===== src/pcgbr_pkg.sv =====
// shared constants and mixing function for the bounded random generator
package pcgbr_pkg;

    localparam int unsigned WORD_W = 32;
    localparam int unsigned CNT_W  = $clog2(WORD_W);
    localparam logic [CNT_W-1:0] LAST_CNT = CNT_W'(WORD_W - 1);

    localparam logic [WORD_W-1:0] STEP_MULT = 32'h4C95_7F2D;
    localparam logic [WORD_W-1:0] STEP_INC  = 32'hF767_814F;
    localparam int unsigned MIX_SHIFT = 18;
    localparam int unsigned ROT_SHIFT = 27;

    typedef logic [WORD_W-1:0] word_t;

    // xorshift then rotate right by the top five bits
    function automatic word_t mix_rotate(input word_t x);
        word_t                    m;
        logic [CNT_W-1:0]         r;
        logic [2*WORD_W-1:0]      dbl;
        m   = x ^ (x >> MIX_SHIFT);
        r   = m[WORD_W-1:ROT_SHIFT];
        dbl = {m, m} >> r;
        return dbl[WORD_W-1:0];
    endfunction

endpackage


===== src/pcgbr_mul.sv =====
// bit-serial state advance: state * multiplier + increment
module pcgbr_mul (
    input  logic                 aclk,
    input  logic                 aresetn,
    input  logic                 start,
    input  pcgbr_pkg::word_t     state_in,
    output logic                 done,
    output pcgbr_pkg::word_t     state_out
);
    import pcgbr_pkg::*;

    word_t            acc_reg, acc_next;
    word_t            mcand_reg, mcand_next;
    word_t            mplier_reg, mplier_next;
    logic [CNT_W-1:0] cnt_reg, cnt_next;
    logic             active_reg, active_next;
    logic             done_reg, done_next;

    always_comb begin
        acc_next    = acc_reg;
        mcand_next  = mcand_reg;
        mplier_next = mplier_reg;
        cnt_next    = cnt_reg;
        active_next = active_reg;
        done_next   = 1'b0;
        if (start) begin
            acc_next    = STEP_INC;
            mcand_next  = STEP_MULT;
            mplier_next = state_in;
            cnt_next    = '0;
            active_next = 1'b1;
        end else if (active_reg) begin
            if (mplier_reg[0]) begin
                acc_next = acc_reg + mcand_reg;
            end
            mcand_next  = {mcand_reg[WORD_W-2:0], 1'b0};
            mplier_next = {1'b0, mplier_reg[WORD_W-1:1]};
            cnt_next    = cnt_reg + 1'b1;
            if (cnt_reg == LAST_CNT) begin
                active_next = 1'b0;
                done_next   = 1'b1;
            end
        end
    end

    always_ff @(posedge aclk) begin
        if (!aresetn) begin
            active_reg <= 1'b0;
            done_reg   <= 1'b0;
            cnt_reg    <= '0;
        end else begin
            active_reg <= active_next;
            done_reg   <= done_next;
            cnt_reg    <= cnt_next;
        end
        acc_reg    <= acc_next;
        mcand_reg  <= mcand_next;
        mplier_reg <= mplier_next;
    end

    assign done      = done_reg;
    assign state_out = acc_reg;

endmodule


===== src/pcgbr_div.sv =====
// bit-serial restoring remainder unit, zero divisor gives the dividend
module pcgbr_div (
    input  logic                 aclk,
    input  logic                 aresetn,
    input  logic                 start,
    input  pcgbr_pkg::word_t     dividend,
    input  pcgbr_pkg::word_t     divisor,
    output logic                 done,
    output pcgbr_pkg::word_t     remainder
);
    import pcgbr_pkg::*;

    word_t             rem_reg, rem_next;
    word_t             dvd_reg, dvd_next;
    word_t             dvs_reg, dvs_next;
    logic [CNT_W-1:0]  cnt_reg, cnt_next;
    logic              active_reg, active_next;
    logic              done_reg, done_next;
    logic [WORD_W:0]   shifted;
    logic [WORD_W+1:0] trial;

    always_comb begin
        rem_next    = rem_reg;
        dvd_next    = dvd_reg;
        dvs_next    = dvs_reg;
        cnt_next    = cnt_reg;
        active_next = active_reg;
        done_next   = 1'b0;
        shifted     = {rem_reg, dvd_reg[WORD_W-1]};
        trial       = {1'b0, shifted} - {2'b00, dvs_reg};
        if (start) begin
            rem_next    = '0;
            dvd_next    = dividend;
            dvs_next    = divisor;
            cnt_next    = '0;
            active_next = 1'b1;
        end else if (active_reg) begin
            rem_next = trial[WORD_W+1] ? shifted[WORD_W-1:0] : trial[WORD_W-1:0];
            dvd_next = {dvd_reg[WORD_W-2:0], 1'b0};
            cnt_next = cnt_reg + 1'b1;
            if (cnt_reg == LAST_CNT) begin
                active_next = 1'b0;
                done_next   = 1'b1;
            end
        end
    end

    always_ff @(posedge aclk) begin
        if (!aresetn) begin
            active_reg <= 1'b0;
            done_reg   <= 1'b0;
            cnt_reg    <= '0;
        end else begin
            active_reg <= active_next;
            done_reg   <= done_next;
            cnt_reg    <= cnt_next;
        end
        rem_reg <= rem_next;
        dvd_reg <= dvd_next;
        dvs_reg <= dvs_next;
    end

    assign done      = done_reg;
    assign remainder = rem_reg;

endmodule


===== src/pcg_style_bounded_random.sv =====
// top level of the bounded random generator
//
// s_ channel: one request per item, s_tdata holds lower_bound (bits 31:0)
// and upper_bound (bits 63:32), both signed
// m_ channel: one result per request, m_tdata holds raw_value (bits 31:0)
// and bounded_value (bits 63:32)
// cfg_wr_en/cfg_wr_data: writes the seed and reloads the generator state,
// only while no request is in flight
// a request passes from acceptance to m_tvalid through one pass of the
// bit-serial remainder unit, with the bit-serial state multiplier
// running alongside, a step to commit the advanced state (S_BUSY), and
// the step that lands it in the output register (S_HOLD)
// one request is in flight at a time, so a new request is taken only
// once the last has left the core; s_tready returns high the cycle the
// result is registered, so the next request overlaps the output wait
// a stalled receiver holds the result in the output register; a finished
// request waits in the core until the register is free
// reset clears the seed and state to zero and empties the output register
module pcg_style_bounded_random (
    input  logic        aclk,
    input  logic        aresetn,
    input  logic        s_tvalid,
    output logic        s_tready,
    input  logic [63:0] s_tdata,    // lower_bound, upper_bound
    output logic        m_tvalid,
    input  logic        m_tready,
    output logic [63:0] m_tdata,    // raw_value, bounded_value
    input  logic        cfg_wr_en,
    input  logic [31:0] cfg_wr_data
);
    import pcgbr_pkg::*;

    typedef enum logic [2:0] {
        S_IDLE = 3'b001,
        S_BUSY = 3'b010,
        S_HOLD = 3'b100
    } state_t;

    state_t state_reg, state_next;
    word_t  gen_reg, gen_next;
    word_t  raw_reg, raw_next;
    word_t  lo_reg, lo_next;
    word_t  out_raw_reg, out_raw_next;
    word_t  out_bnd_reg, out_bnd_next;
    logic   out_vld_reg, out_vld_next;

    logic   accept;
    word_t  raw_comb;
    word_t  span_comb;
    logic   div_done, mul_done;
    word_t  rem;
    word_t  gen_adv;
    logic   slot_free;

    assign accept    = s_tvalid && s_tready;
    assign raw_comb  = mix_rotate(gen_reg);
    assign span_comb = s_tdata[63:32] - s_tdata[31:0] + 1'b1;
    assign slot_free = !out_vld_reg || m_tready;

    pcgbr_div u_div (
        .aclk      (aclk),
        .aresetn   (aresetn),
        .start     (accept),
        .dividend  (raw_comb),
        .divisor   (span_comb),
        .done      (div_done),
        .remainder (rem)
    );

    pcgbr_mul u_mul (
        .aclk      (aclk),
        .aresetn   (aresetn),
        .start     (accept),
        .state_in  (gen_reg),
        .done      (mul_done),
        .state_out (gen_adv)
    );

    always_comb begin
        state_next   = state_reg;
        gen_next     = gen_reg;
        raw_next     = raw_reg;
        lo_next      = lo_reg;
        out_raw_next = out_raw_reg;
        out_bnd_next = out_bnd_reg;
        out_vld_next = out_vld_reg && !m_tready;
        case (state_reg)
            S_IDLE: begin
                if (cfg_wr_en) begin
                    gen_next = cfg_wr_data;
                end
                if (accept) begin
                    raw_next   = raw_comb;
                    lo_next    = s_tdata[31:0];
                    state_next = S_BUSY;
                end
            end
            S_BUSY: begin
                if (div_done && mul_done) begin
                    gen_next   = gen_adv;
                    state_next = S_HOLD;
                end
            end
            S_HOLD: begin
                if (slot_free) begin
                    out_raw_next = raw_reg;
                    out_bnd_next = lo_reg + rem;
                    out_vld_next = 1'b1;
                    state_next   = S_IDLE;
                end
            end
            default: begin
                state_next = S_IDLE;
            end
        endcase
    end

    always_ff @(posedge aclk) begin
        if (!aresetn) begin
            state_reg   <= S_IDLE;
            gen_reg     <= '0;
            out_vld_reg <= 1'b0;
        end else begin
            state_reg   <= state_next;
            gen_reg     <= gen_next;
            out_vld_reg <= out_vld_next;
        end
        raw_reg     <= raw_next;
        lo_reg      <= lo_next;
        out_raw_reg <= out_raw_next;
        out_bnd_reg <= out_bnd_next;
    end

    assign s_tready = (state_reg == S_IDLE);
    assign m_tvalid = out_vld_reg;
    assign m_tdata  = {out_bnd_reg, out_raw_reg};

endmodule


===== config.mk =====
export PLATFORM = sky130hd
export DESIGN_NAME = pcg_style_bounded_random
export DESIGN_NICKNAME = d
export VERILOG_FILES = /design/src/pcgbr_pkg.sv /design/src/pcgbr_mul.sv /design/src/pcgbr_div.sv /design/src/pcg_style_bounded_random.sv
export SDC_FILE = /design/constraint.sdc
export NUM_CORES = 1
export LEC_CHECK = 0
export ABC_AREA = 1
export BUFFER_PORTS_ARGS = -buffer_cell sky130_fd_sc_hd__buf_2
export CORE_ASPECT_RATIO = 1.2
export CORE_MARGIN = 2
export CORE_UTILIZATION = 40
export DETAILED_ROUTE_END_ITERATION = 12
export HOLD_SLACK_MARGIN = 0.12
export MAX_ROUTING_LAYER = met4
export PLACE_DENSITY = 0.63
export SYNTH_ARGS = -nofsm -noshare
export SYNTH_HDL_FRONTEND = slang
export SYNTH_SLANG_ARGS = --single-unit

===== constraint.sdc =====
create_clock -name aclk -period 11.9 [get_ports aclk]
set_input_delay 2.38 -clock aclk [delete_from_list [all_inputs] [get_ports aclk]]
set_output_delay 2.38 -clock aclk [all_outputs]
set_load 0.01 [all_outputs]

* Word level (Yosys, flattened, before mapping)
Cells that the tools add are included.
W data, S select, Z words.
** Word-level totals
- Bits in registers :: 370
- Latch bits :: 0
- RAM bits :: 0
- Memory bits (read-only) :: 0
- Input bits :: 101
- Output and inout port bits :: 66
- Word-level logic and storage cells :: 79
- Memories :: 0
** Cells by class
- Add/sub/neg operators :: 7
- $mul :: 0
- Divide/modulo/power cells :: 0
- Magnitude comparators :: 0
- Equal/unequal tests :: 9
- Shift operators :: 1
- Mux-type cells :: 22
- Bitwise logic cells :: 4
- Reductions and logical operators :: 17
** Operator list (number)
- $mux W32 :: 7
- $add A32 B32 Y32 :: 2
- $pmux W32 S2 :: 1
- $shr A64 B5 Y32 :: 1
- $sub A33 B32 Y34 :: 1
- $add A32 B1 Y32 const B :: 1
- $sub A32 B32 Y32 :: 1
- $xor A32 B14 Y32 :: 1
- $add A5 B1 Y5 const B :: 2
- $eq A5 B5 Y1 const B :: 2
- $mux W1 :: 10
- $mux W3 :: 3
- $pmux W3 S3 :: 1
- $reduce_and A2 Y1 :: 3
- $reduce_and A3 Y1 :: 2
- $reduce_bool A2 Y1 :: 3
- $reduce_or A3 Y1 :: 2
- $ne A2 B1 Y1 const B :: 2
- $ne A2 B2 Y1 const B :: 2
- $eq A3 B1 Y1 const B :: 1
- $eq A3 B2 Y1 const B :: 1
- $eq A3 B3 Y1 const B :: 1
- $logic_and A1 B1 Y1 :: 3
- $not A1 Y1 :: 3
- 3 further kinds :: 4

* Depth between registers and ports, before layout
Gate-level depths: netlist of run 1.
- Word-level depth :: 4
- Gate-level depth with buffers :: 17
- Depth with buffers taken out :: 16

* Hierarchy
A second synthesis of run 1 with hierarchy kept.
** Second synthesis, totals
- Cell total of the unflattened synthesis :: 3750
- Area, all modules :: 25538.2 um^2
** Modules (own cells, without submodules)
- pcg_style_bounded_random :: instances 1, cells each 1835, area an instance 12563.3 um^2, sequential area each 4564.4 um^2
- pcgbr_div :: instances 1, cells each 984, area an instance 6796.5 um^2, sequential area each 2702.6 um^2
- pcgbr_mul :: instances 1, cells each 931, area an instance 6178.4 um^2, sequential area each 2382.3 um^2

* Worst setup path before layout of run 1
Ideal clock, no wire load.
- Path type :: in2reg
- Start point :: in m_tready
- End point :: reg out_bnd_reg[0], enable pin
- Setup time :: 0.507 ns
- Arrival :: 5.552 ns
- Required time :: 11.393 ns
- Path slack :: 5.841 ns
- Cell stages on the path :: 2
- Path buffers :: 0
- Path through :: inv_1 -> a21oi_1
** Between the ends
- Longest elaborated chain between the ends :: 2
** RTL lines
- start, declared :: RTL line pcg_style_bounded_random.sv:26 : input logic m_tready,
- $logic_or A1 B1 Y1 :: RTL line pcg_style_bounded_random.sv:58 : assign slot_free = !out_vld_reg || m_tready;
- $reduce_and A2 Y1 (no line)
- end signal, assigned :: RTL line pcg_style_bounded_random.sv:131 : out_bnd_reg <= out_bnd_next;
- end, declared :: RTL line pcg_style_bounded_random.sv:44 : word_t out_bnd_reg, out_bnd_next;
Every way passes these cells.
A chain may end at the register's enable or synchronous reset.

* Worst setup path in the final report of run 1
- Start point :: in s_tvalid
- End point :: reg u_div.dvd_reg[1] (data pin)
** Between the ends
- Longest elaborated chain between the ends :: 2
** RTL lines
- start, declared :: RTL line pcg_style_bounded_random.sv:22 : input logic s_tvalid,
- $logic_and A1 B1 Y1 :: RTL line pcg_style_bounded_random.sv:55 : assign accept = s_tvalid && s_tready;
- $mux W32 :: RTL line pcgbr_div.sv:31 : if (start) begin
- via u_div.dvd_next[1] :: RTL line pcgbr_div.sv:14 : word_t dvd_reg, dvd_next;
- end signal, assigned :: RTL line pcgbr_div.sv:59 : dvd_reg <= dvd_next;
- end, declared :: RTL line pcgbr_div.sv:14
The timed path passes the listed nets, and every way through them passes these cells.

==> flow_summary.json, run 1 <==
{
  "outcome": "complete, no violations",
  "overflow": 0,
  "syn_avg_cell_area_sq_um": 7.448,
  "die_area_sq_um": 62770,
  "port-buffer-count": 166,
  "postPlaceCellArea_sq_um": 25830,
  "via_per_inst": 5.175,
  "drv_slew": 0,
  "drive_gt1_share_pct": 8.504,
  "critical_path_class": "in2reg",
  "cellLeakagePower_uw": 0.01313,
  "fp.dieW_um": 229.0,
  "ant_nets": 0,
  "grt_pass1_wl_mm": 114.5,
  "cts_tree": "built",
  "clockBufferDepth": 3,
  "first_iter_violations": 1625,
  "final_util_pct": 45.11,
  "cts-root-buf": "clkbuf_16",
  "wire_per_inst_um": 17.29,
  "ys.flop_type": "edfxtp_1",
  "rows": 99,
  "clock-sinks": 370,
  "synthDominantCellAreaShare_pct": 27.67,
  "crit_path_max_fanout": 81,
  "cts_resized": 0,
  "n_fill_cell": 6294,
  "synthCells": 3264,
  "drt_first_pass_iters": 6,
  "min_period_ns": 4.423,
  "fin_setup_tns_ns": 0,
  "async_flop_share_pct": 0,
  "maxCapViolCount": 0,
  "start_util_pct": 40.22,
  "fin_nets": 3652,
  "ys_ff_latch": 370,
  "ys_warn_count": 0,
  "power-per-cell-area_nw_per_um2": 204.9,
  "areaGrowthSynthToFinish_pct": 12.18,
  "finalNonFillerCells": 4231,
  "antenna_found_initial": 1,
  "ys_seq_area_share_pct": 39.69,
  "cp-start-kind": "input pin",
  "vias": 21896,
  "final_design_area_no_fill_sq_um": 27270,
  "io_pins": 167,
  "wl_mm": 73.18,
  "setup_violations": 0,
  "core_sq_um": 60450,
  "clk-insertion-delay-late_ns": 0.59,
  "clk_pin_slew_worst_paths_ns": 0.07,
  "gp_congestion": 0.9702,
  "synth_area_leader_cell": "edfxtp_1",
  "max_slew_margin_pct": 29.80,
  "clock.fmax_ghz": 0.2261,
  "vdd_drop_max_v": 0.0001724,
  "numCtsBuffers": 42,
  "track_usage_pct": 23.62,
  "finalHoldViolCount": 0,
  "clock_skew_ns": 0.04947,
  "worst_pin_slew_ns": 1.052,
  "grt_pass1_vias": 20980,
  "hold_path.class": "reg2reg",
  "grt_max_degree": 82,
  "cp_data_required_time_ns": 12.34,
  "cts_hold_buf": 0,
  "drc": 0,
  "whs_ns": 0.4176,
  "synth.area.top_cells": "edfxtp_1, nand2_1, dfxtp_1, ha_1, nand3_1",
  "synthDistinctLibCells": 52,
  "syn-num-nets": 3528,
  "synth-edff-count": 224,
  "end_kind": "flop",
  "dp_cells": 4152,
  "min_period_over_period_pct": 37.17,
  "dp_hpwl_mm": 57.01,
  "final_cell_mix": "nand2_1, inv_1, nand3_1",
  "syn-cell-area_sq_um": 24310,
  "cp_data_arrival_time_ns": 4.86,
  "layout_commonest_cell": "nand2_1",
  "postCtsSetupBuffers": 0,
  "rsz0062_at_grt": "no",
  "cts.htree.levels": 2,
  "fp.dieH_um": 274.1
}
-- metal layers --
layer / vias to the layer above / share of wire (%) / GRT usage [%] / routed length, um
met5: - / 0 / - / 0
met4: 0 / 3.3 / 7.997 / 2447
met3: 125 / 4.6 / 2.485 / 3392
met2: 571 / 47 / 39.22 / 34730
met1: 10117 / 45 / 30.10 / 32600
li1: 11083 / - / - / -
-- cell families after synthesis --
| kind of cell | count (synthesis) | synth area share [%] |
|---|---|---|
| AND/OR/NAND/NOR | 1690 | 29.83 |
| multiplexers | 5 | 0.2059 |
| AO/OA/AOI/OAI | 432 | 10.05 |
| flip-flops | 370 | 39.69 |
| XOR/XNOR | 99 | 3.567 |
| adder cells (fa/ha/maj) | 163 | 8.513 |
| buffers and inverters | 505 | 8.142 |
-- final cells by class --
cell class	instances	area, sq um	share of cell area (%)
well taps	808	1011	3.707
flip-flops and latches	370	9649	35.38
clock inverters	24	286.5	1.051
multi-input cells	2389	12710	46.60
inverters	403	1515	5.556
repair buffers	182	950.9	3.487
diodes	1	2.502	0.009176
clock buffers	54	1147	4.207
-- worst max-delay path, cell delays in order --
cell	delay, ns
buf_2	0.12
nand2_4	0.05
buf_4	0.39
inv_4	0.71
buf_4	0.89
nand3_1	0.16
nand2_1	0.10
-- final timing paths --
path / startpoint / end / slack [ns] / depth (start not counted)
worst max-delay path: s_tvalid / u_div.dvd_reg[1] / 7.48 / 7
worst min-delay path: raw_reg[11] / out_raw_reg[11] / 0.42 / 0
worst max register to register: state_reg[1] / u_div.dvd_reg[1] / 8.36 / 7
worst min register to register: raw_reg[11] / out_raw_reg[11] / 0.42 / 0
-- report_power, final --
| part | switching [uW] | total [uW] | internal (uW) | leakage (uW) |
|---|---|---|---|---|
| clock network | 577 | 1340 | 764 | 0.000697 |
| registers | 166 | 1910 | 1750 | 0.00332 |
| logic | 1580 | 2330 | 751 | 0.00911 |
| total | 2330 | 5590 | 3260 | 0.0131 |
-- cells in the mapped netlist, drive strengths merged (11+ instances only) --
cell type	count
nand3	383
a31oi	11
inv	400
nor3	31
edfxtp	224
nor2	215
buf	58
and2	31
a211oi	34
ha	159
dfxtp	146
a21oi	146
nand3b	20
o21ai	180
clkbuf	44
xnor2	39
nand4	42
xor2	60
o211ai	26
nand2	951
-- through the flow --
step	total power [uW]	setup WS, ns
CTS	5600	7.428
global route	5989	7.235
global placement	4236	6.872
floorplan	3578	5.841
finish	5588	7.477
detailed placement	4241	6.842
(Power assumes the default switching activity.)
==> run 2: changes to the inputs <==
ABC_AREA = 0   (was 1)
clock period = 4.33 ns   (was 11.9 ns; I/O delays follow)
==> flow_summary.json, run 2 <==
{
  "grtUsageMet3_pct": 2.625,
  "clk_pin_slew_worst_paths_ns": 0.06,
  "r2r-end": "out_bnd_reg[31]",
  "use_met2_pct": 32.81,
  "n_fill_cell": 5196,
  "min_period_over_period_pct": 89.67,
  "syn_avg_cell_area_sq_um": 9.866,
  "end_kind": "flop",
  "p_sw_uw": 4400,
  "synthCells": 2237,
  "gp_congestion": 0.8993,
  "yosys-top-cells-count": "nand2_1, edfxtp_1, ha_1",
  "grt_busiest_layer": "met2",
  "synth_area_leader_cell": "edfxtp_1",
  "dp_hpwl_mm": 40.66,
  "ant_nets": 0,
  "drive_gt1_share_pct": 14.70,
  "cts.htree.levels": 2,
  "area.sequential_sq_um": 9656,
  "cp_cell_sequence": "buf_2 -> ha_1 -> inv_1 -> ha_1 -> fa_1 -> a21o_1 -> a21oi_1 -> o21a_1 -> a211oi_1 -> a2111oi_0 -> buf_4 -> o211ai_1 -> a31o_2 -> a21oi_1 -> xnor2_1",
  "rsz0062_at_grt": "no",
  "switching_share_pct": 35.03,
  "cp_slowest_stage_delay_ns": 0.50,
  "final_design_area_no_fill_sq_um": 25050,
  "cellLeakagePower_uw": 0.01102,
  "whs_endpoint": "out_raw_reg[0]",
  "finalHoldViolCount": 0,
  "drt_first_pass_iters": 5,
  "cp_slowest_cell": "a2111oi_0",
  "cp_data_required_time_ns": 4.65,
  "grt_max_degree": 83,
  "cell_internal_pwr_uw": 8161,
  "vdd_drop_max_v": 0.0003396,
  "clkPwrFrac_pct": 28.7,
  "final_cell_mix": "nand2_1, edfxtp_1, buf_2",
  "setup_ws_ns": 0.4475,
  "postCtsSetupBuffers": 0,
  "ys_seq_area_share_pct": 43.72,
  "power-per-cell-area_nw_per_um2": 501.5,
  "fin_nets": 2636,
  "worst_pin_slew_ns": 1.065,
  "crit_path_max_fanout": 3,
  "die_area_sq_um": 57080,
  "hold_path.class": "reg2reg",
  "ys_warn_count": 0,
  "grt_pass1_vias": 16677,
  "clk-insertion-delay-late_ns": 0.59,
  "ys.flop_type": "edfxtp_1",
  "layout_commonest_cell": "nand2_1",
  "cp_data_arrival_time_ns": 4.20,
  "rows": 94,
  "synthDominantCellAreaShare_pct": 30.48,
  "cp-startpoint": "s_tdata[1]",
  "wl_mm": 55.68,
  "maxCapViolCount": 0,
  "first_iter_violations": 1016,
  "cp-start-kind": "input pin",
  "min_period_ns": 3.883,
  "synth.area.top_cells": "edfxtp_1, dfxtp_1, ha_1, mux2i_1, nand2_1",
  "io_pins": 167,
  "r2r_cells": 11,
  "hold-path-cell-count": 0,
  "port-buffer-count": 166,
  "fp.dieW_um": 218.4,
  "clock_skew_ns": 0.02388,
  "synth_most_common_cell": "nand2_1",
  "r2r_setup_slack_ns": 0.58,
  "outcome": "complete, no violations",
  "syn-num-nets": 2501,
  "pre_cts_slack_ns": -0.07318,
  "wire_per_inst_um": 17.80,
  "min_from": "raw_reg[0]",
  "track_usage_pct": 19.71,
  "cts-root-buf": "clkbuf_16",
  "syn-cell-area_sq_um": 22070,
  "overflow": 0,
  "start_util_pct": 40.36,
  "grt_pass1_wl_mm": 87.85,
  "clock-sinks": 370,
  "pwr-share-comb_pct": 34.1,
  "clock.fmax_ghz": 0.2576,
  "areaGrowthSynthToFinish_pct": 13.49,
  "fp.dieH_um": 261.3,
  "drv_slew": 0,
  "synthDistinctLibCells": 83,
  "met1_usage_pct": 24.98,
  "core_sq_um": 54690,
  "antenna_found_initial": 2,
  "via_per_inst": 5.428,
  "multi_input_area_sq_um": 11640,
  "cts_resized": 0,
  "critical_path_class": "in2reg",
  "postPlaceCellArea_sq_um": 23640,
  "clockBufferDepth": 3,
  "vias": 16984,
  "drc": 0,
  "seqPwrFrac_pct": 37.2,
  "setup_violations": 0,
  "max_slew_margin_pct": 29.03,
  "cts_tree": "built",
  "cts_hold_buf": 0,
  "r2r-start": "lo_reg[5]",
  "ys_ff_latch": 370,
  "async_flop_share_pct": 0,
  "numCtsBuffers": 44,
  "synth-edff-count": 224
}
==> run 2: cell type report <==
cell class,count,share of cell area [%]
Tap cell,720,3.597
Multi-Input combinational cell,1662,46.49
Clock inverter,28,0.8492
Timing Repair Buffer,193,4.226
Inverter,101,1.534
Sequential cell,370,38.55
Antenna cell,1,0.009990
Clock buffer,54,4.750
==> run 2: cell families after synthesis <==
family	Yosys count	synth area share, %
DFF	370	43.72
muxes	186	8.895
xor gates and xnor gates	117	4.643
buffers and inverters	205	3.617
AOI/OAI and AO/OA	572	17.25
adders and majority gates	163	9.376
and+or+nand+nor	624	12.51
==> run 2: worst max-delay path by stage <==
stage,endpoint,slack (ns),cells after the start
3_5_place_dp,u_div.dvs_reg[31],-0.07,15
2_1_floorplan,u_div.dvs_reg[21],0.30,14
3_3_place_gp,u_div.dvs_reg[31],0.06,16
4_1_cts,u_div.dvs_reg[31],0.50,15
6_report,u_div.dvs_reg[31],0.45,15
5_1_grt,u_div.dvs_reg[31],0.31,15
==> run 2: power by group through the flow <==
stage / combinational [uW] / sequential, uW / clock, uW
6_report: 4280 / 4680 / 3600
5_1_grt: 4770 / 4740 / 3830
4_1_cts: 4270 / 4690 / 3700
3_5_place_dp: 4230 / 4760 / 0
3_3_place_gp: 4160 / 4740 / 0
2_1_floorplan: 3340 / 4600 / 0
==> run 2: per-stage QoR <==
step / power [uW] / hold WS [ns] / utilization (%) / std cells / TNS [ns]
floorplan: 7937 / 0.4003 / - / 2237 / 0
global placement: 8909 / 0.4068 / 43.23 / 3046 / 0
detailed placement: 8989 / 0.4045 / 43.23 / 3046 / -0.07318
CTS: 12650 / 0.4172 / 45.80 / 3128 / 0
global route: 13340 / 0.4187 / 45.80 / 3129 / 0
finish: 12560 / 0.4191 / 45.80 / 3129 / 0
==> run 2: critical path, delay by kind of cell <==
kind | cells | cell delay (ns)
AO/OA/AOI/OAI | 8 | 1.93
XOR/XNOR | 1 | 0.09
adder cells (fa/ha/maj) | 3 | 0.96
buffers and inverters | 3 | 0.36
==> run 2: routing by layer <==
metal / routed length (um) / share of wire, % / vias up
li1: - / - / 8427
met1: 25050 / 45 / 8085
met2: 26880 / 48 / 375
met3: 2320 / 4.2 / 97
met4: 1432 / 2.6 / 0
met5: 0 / 0 / -
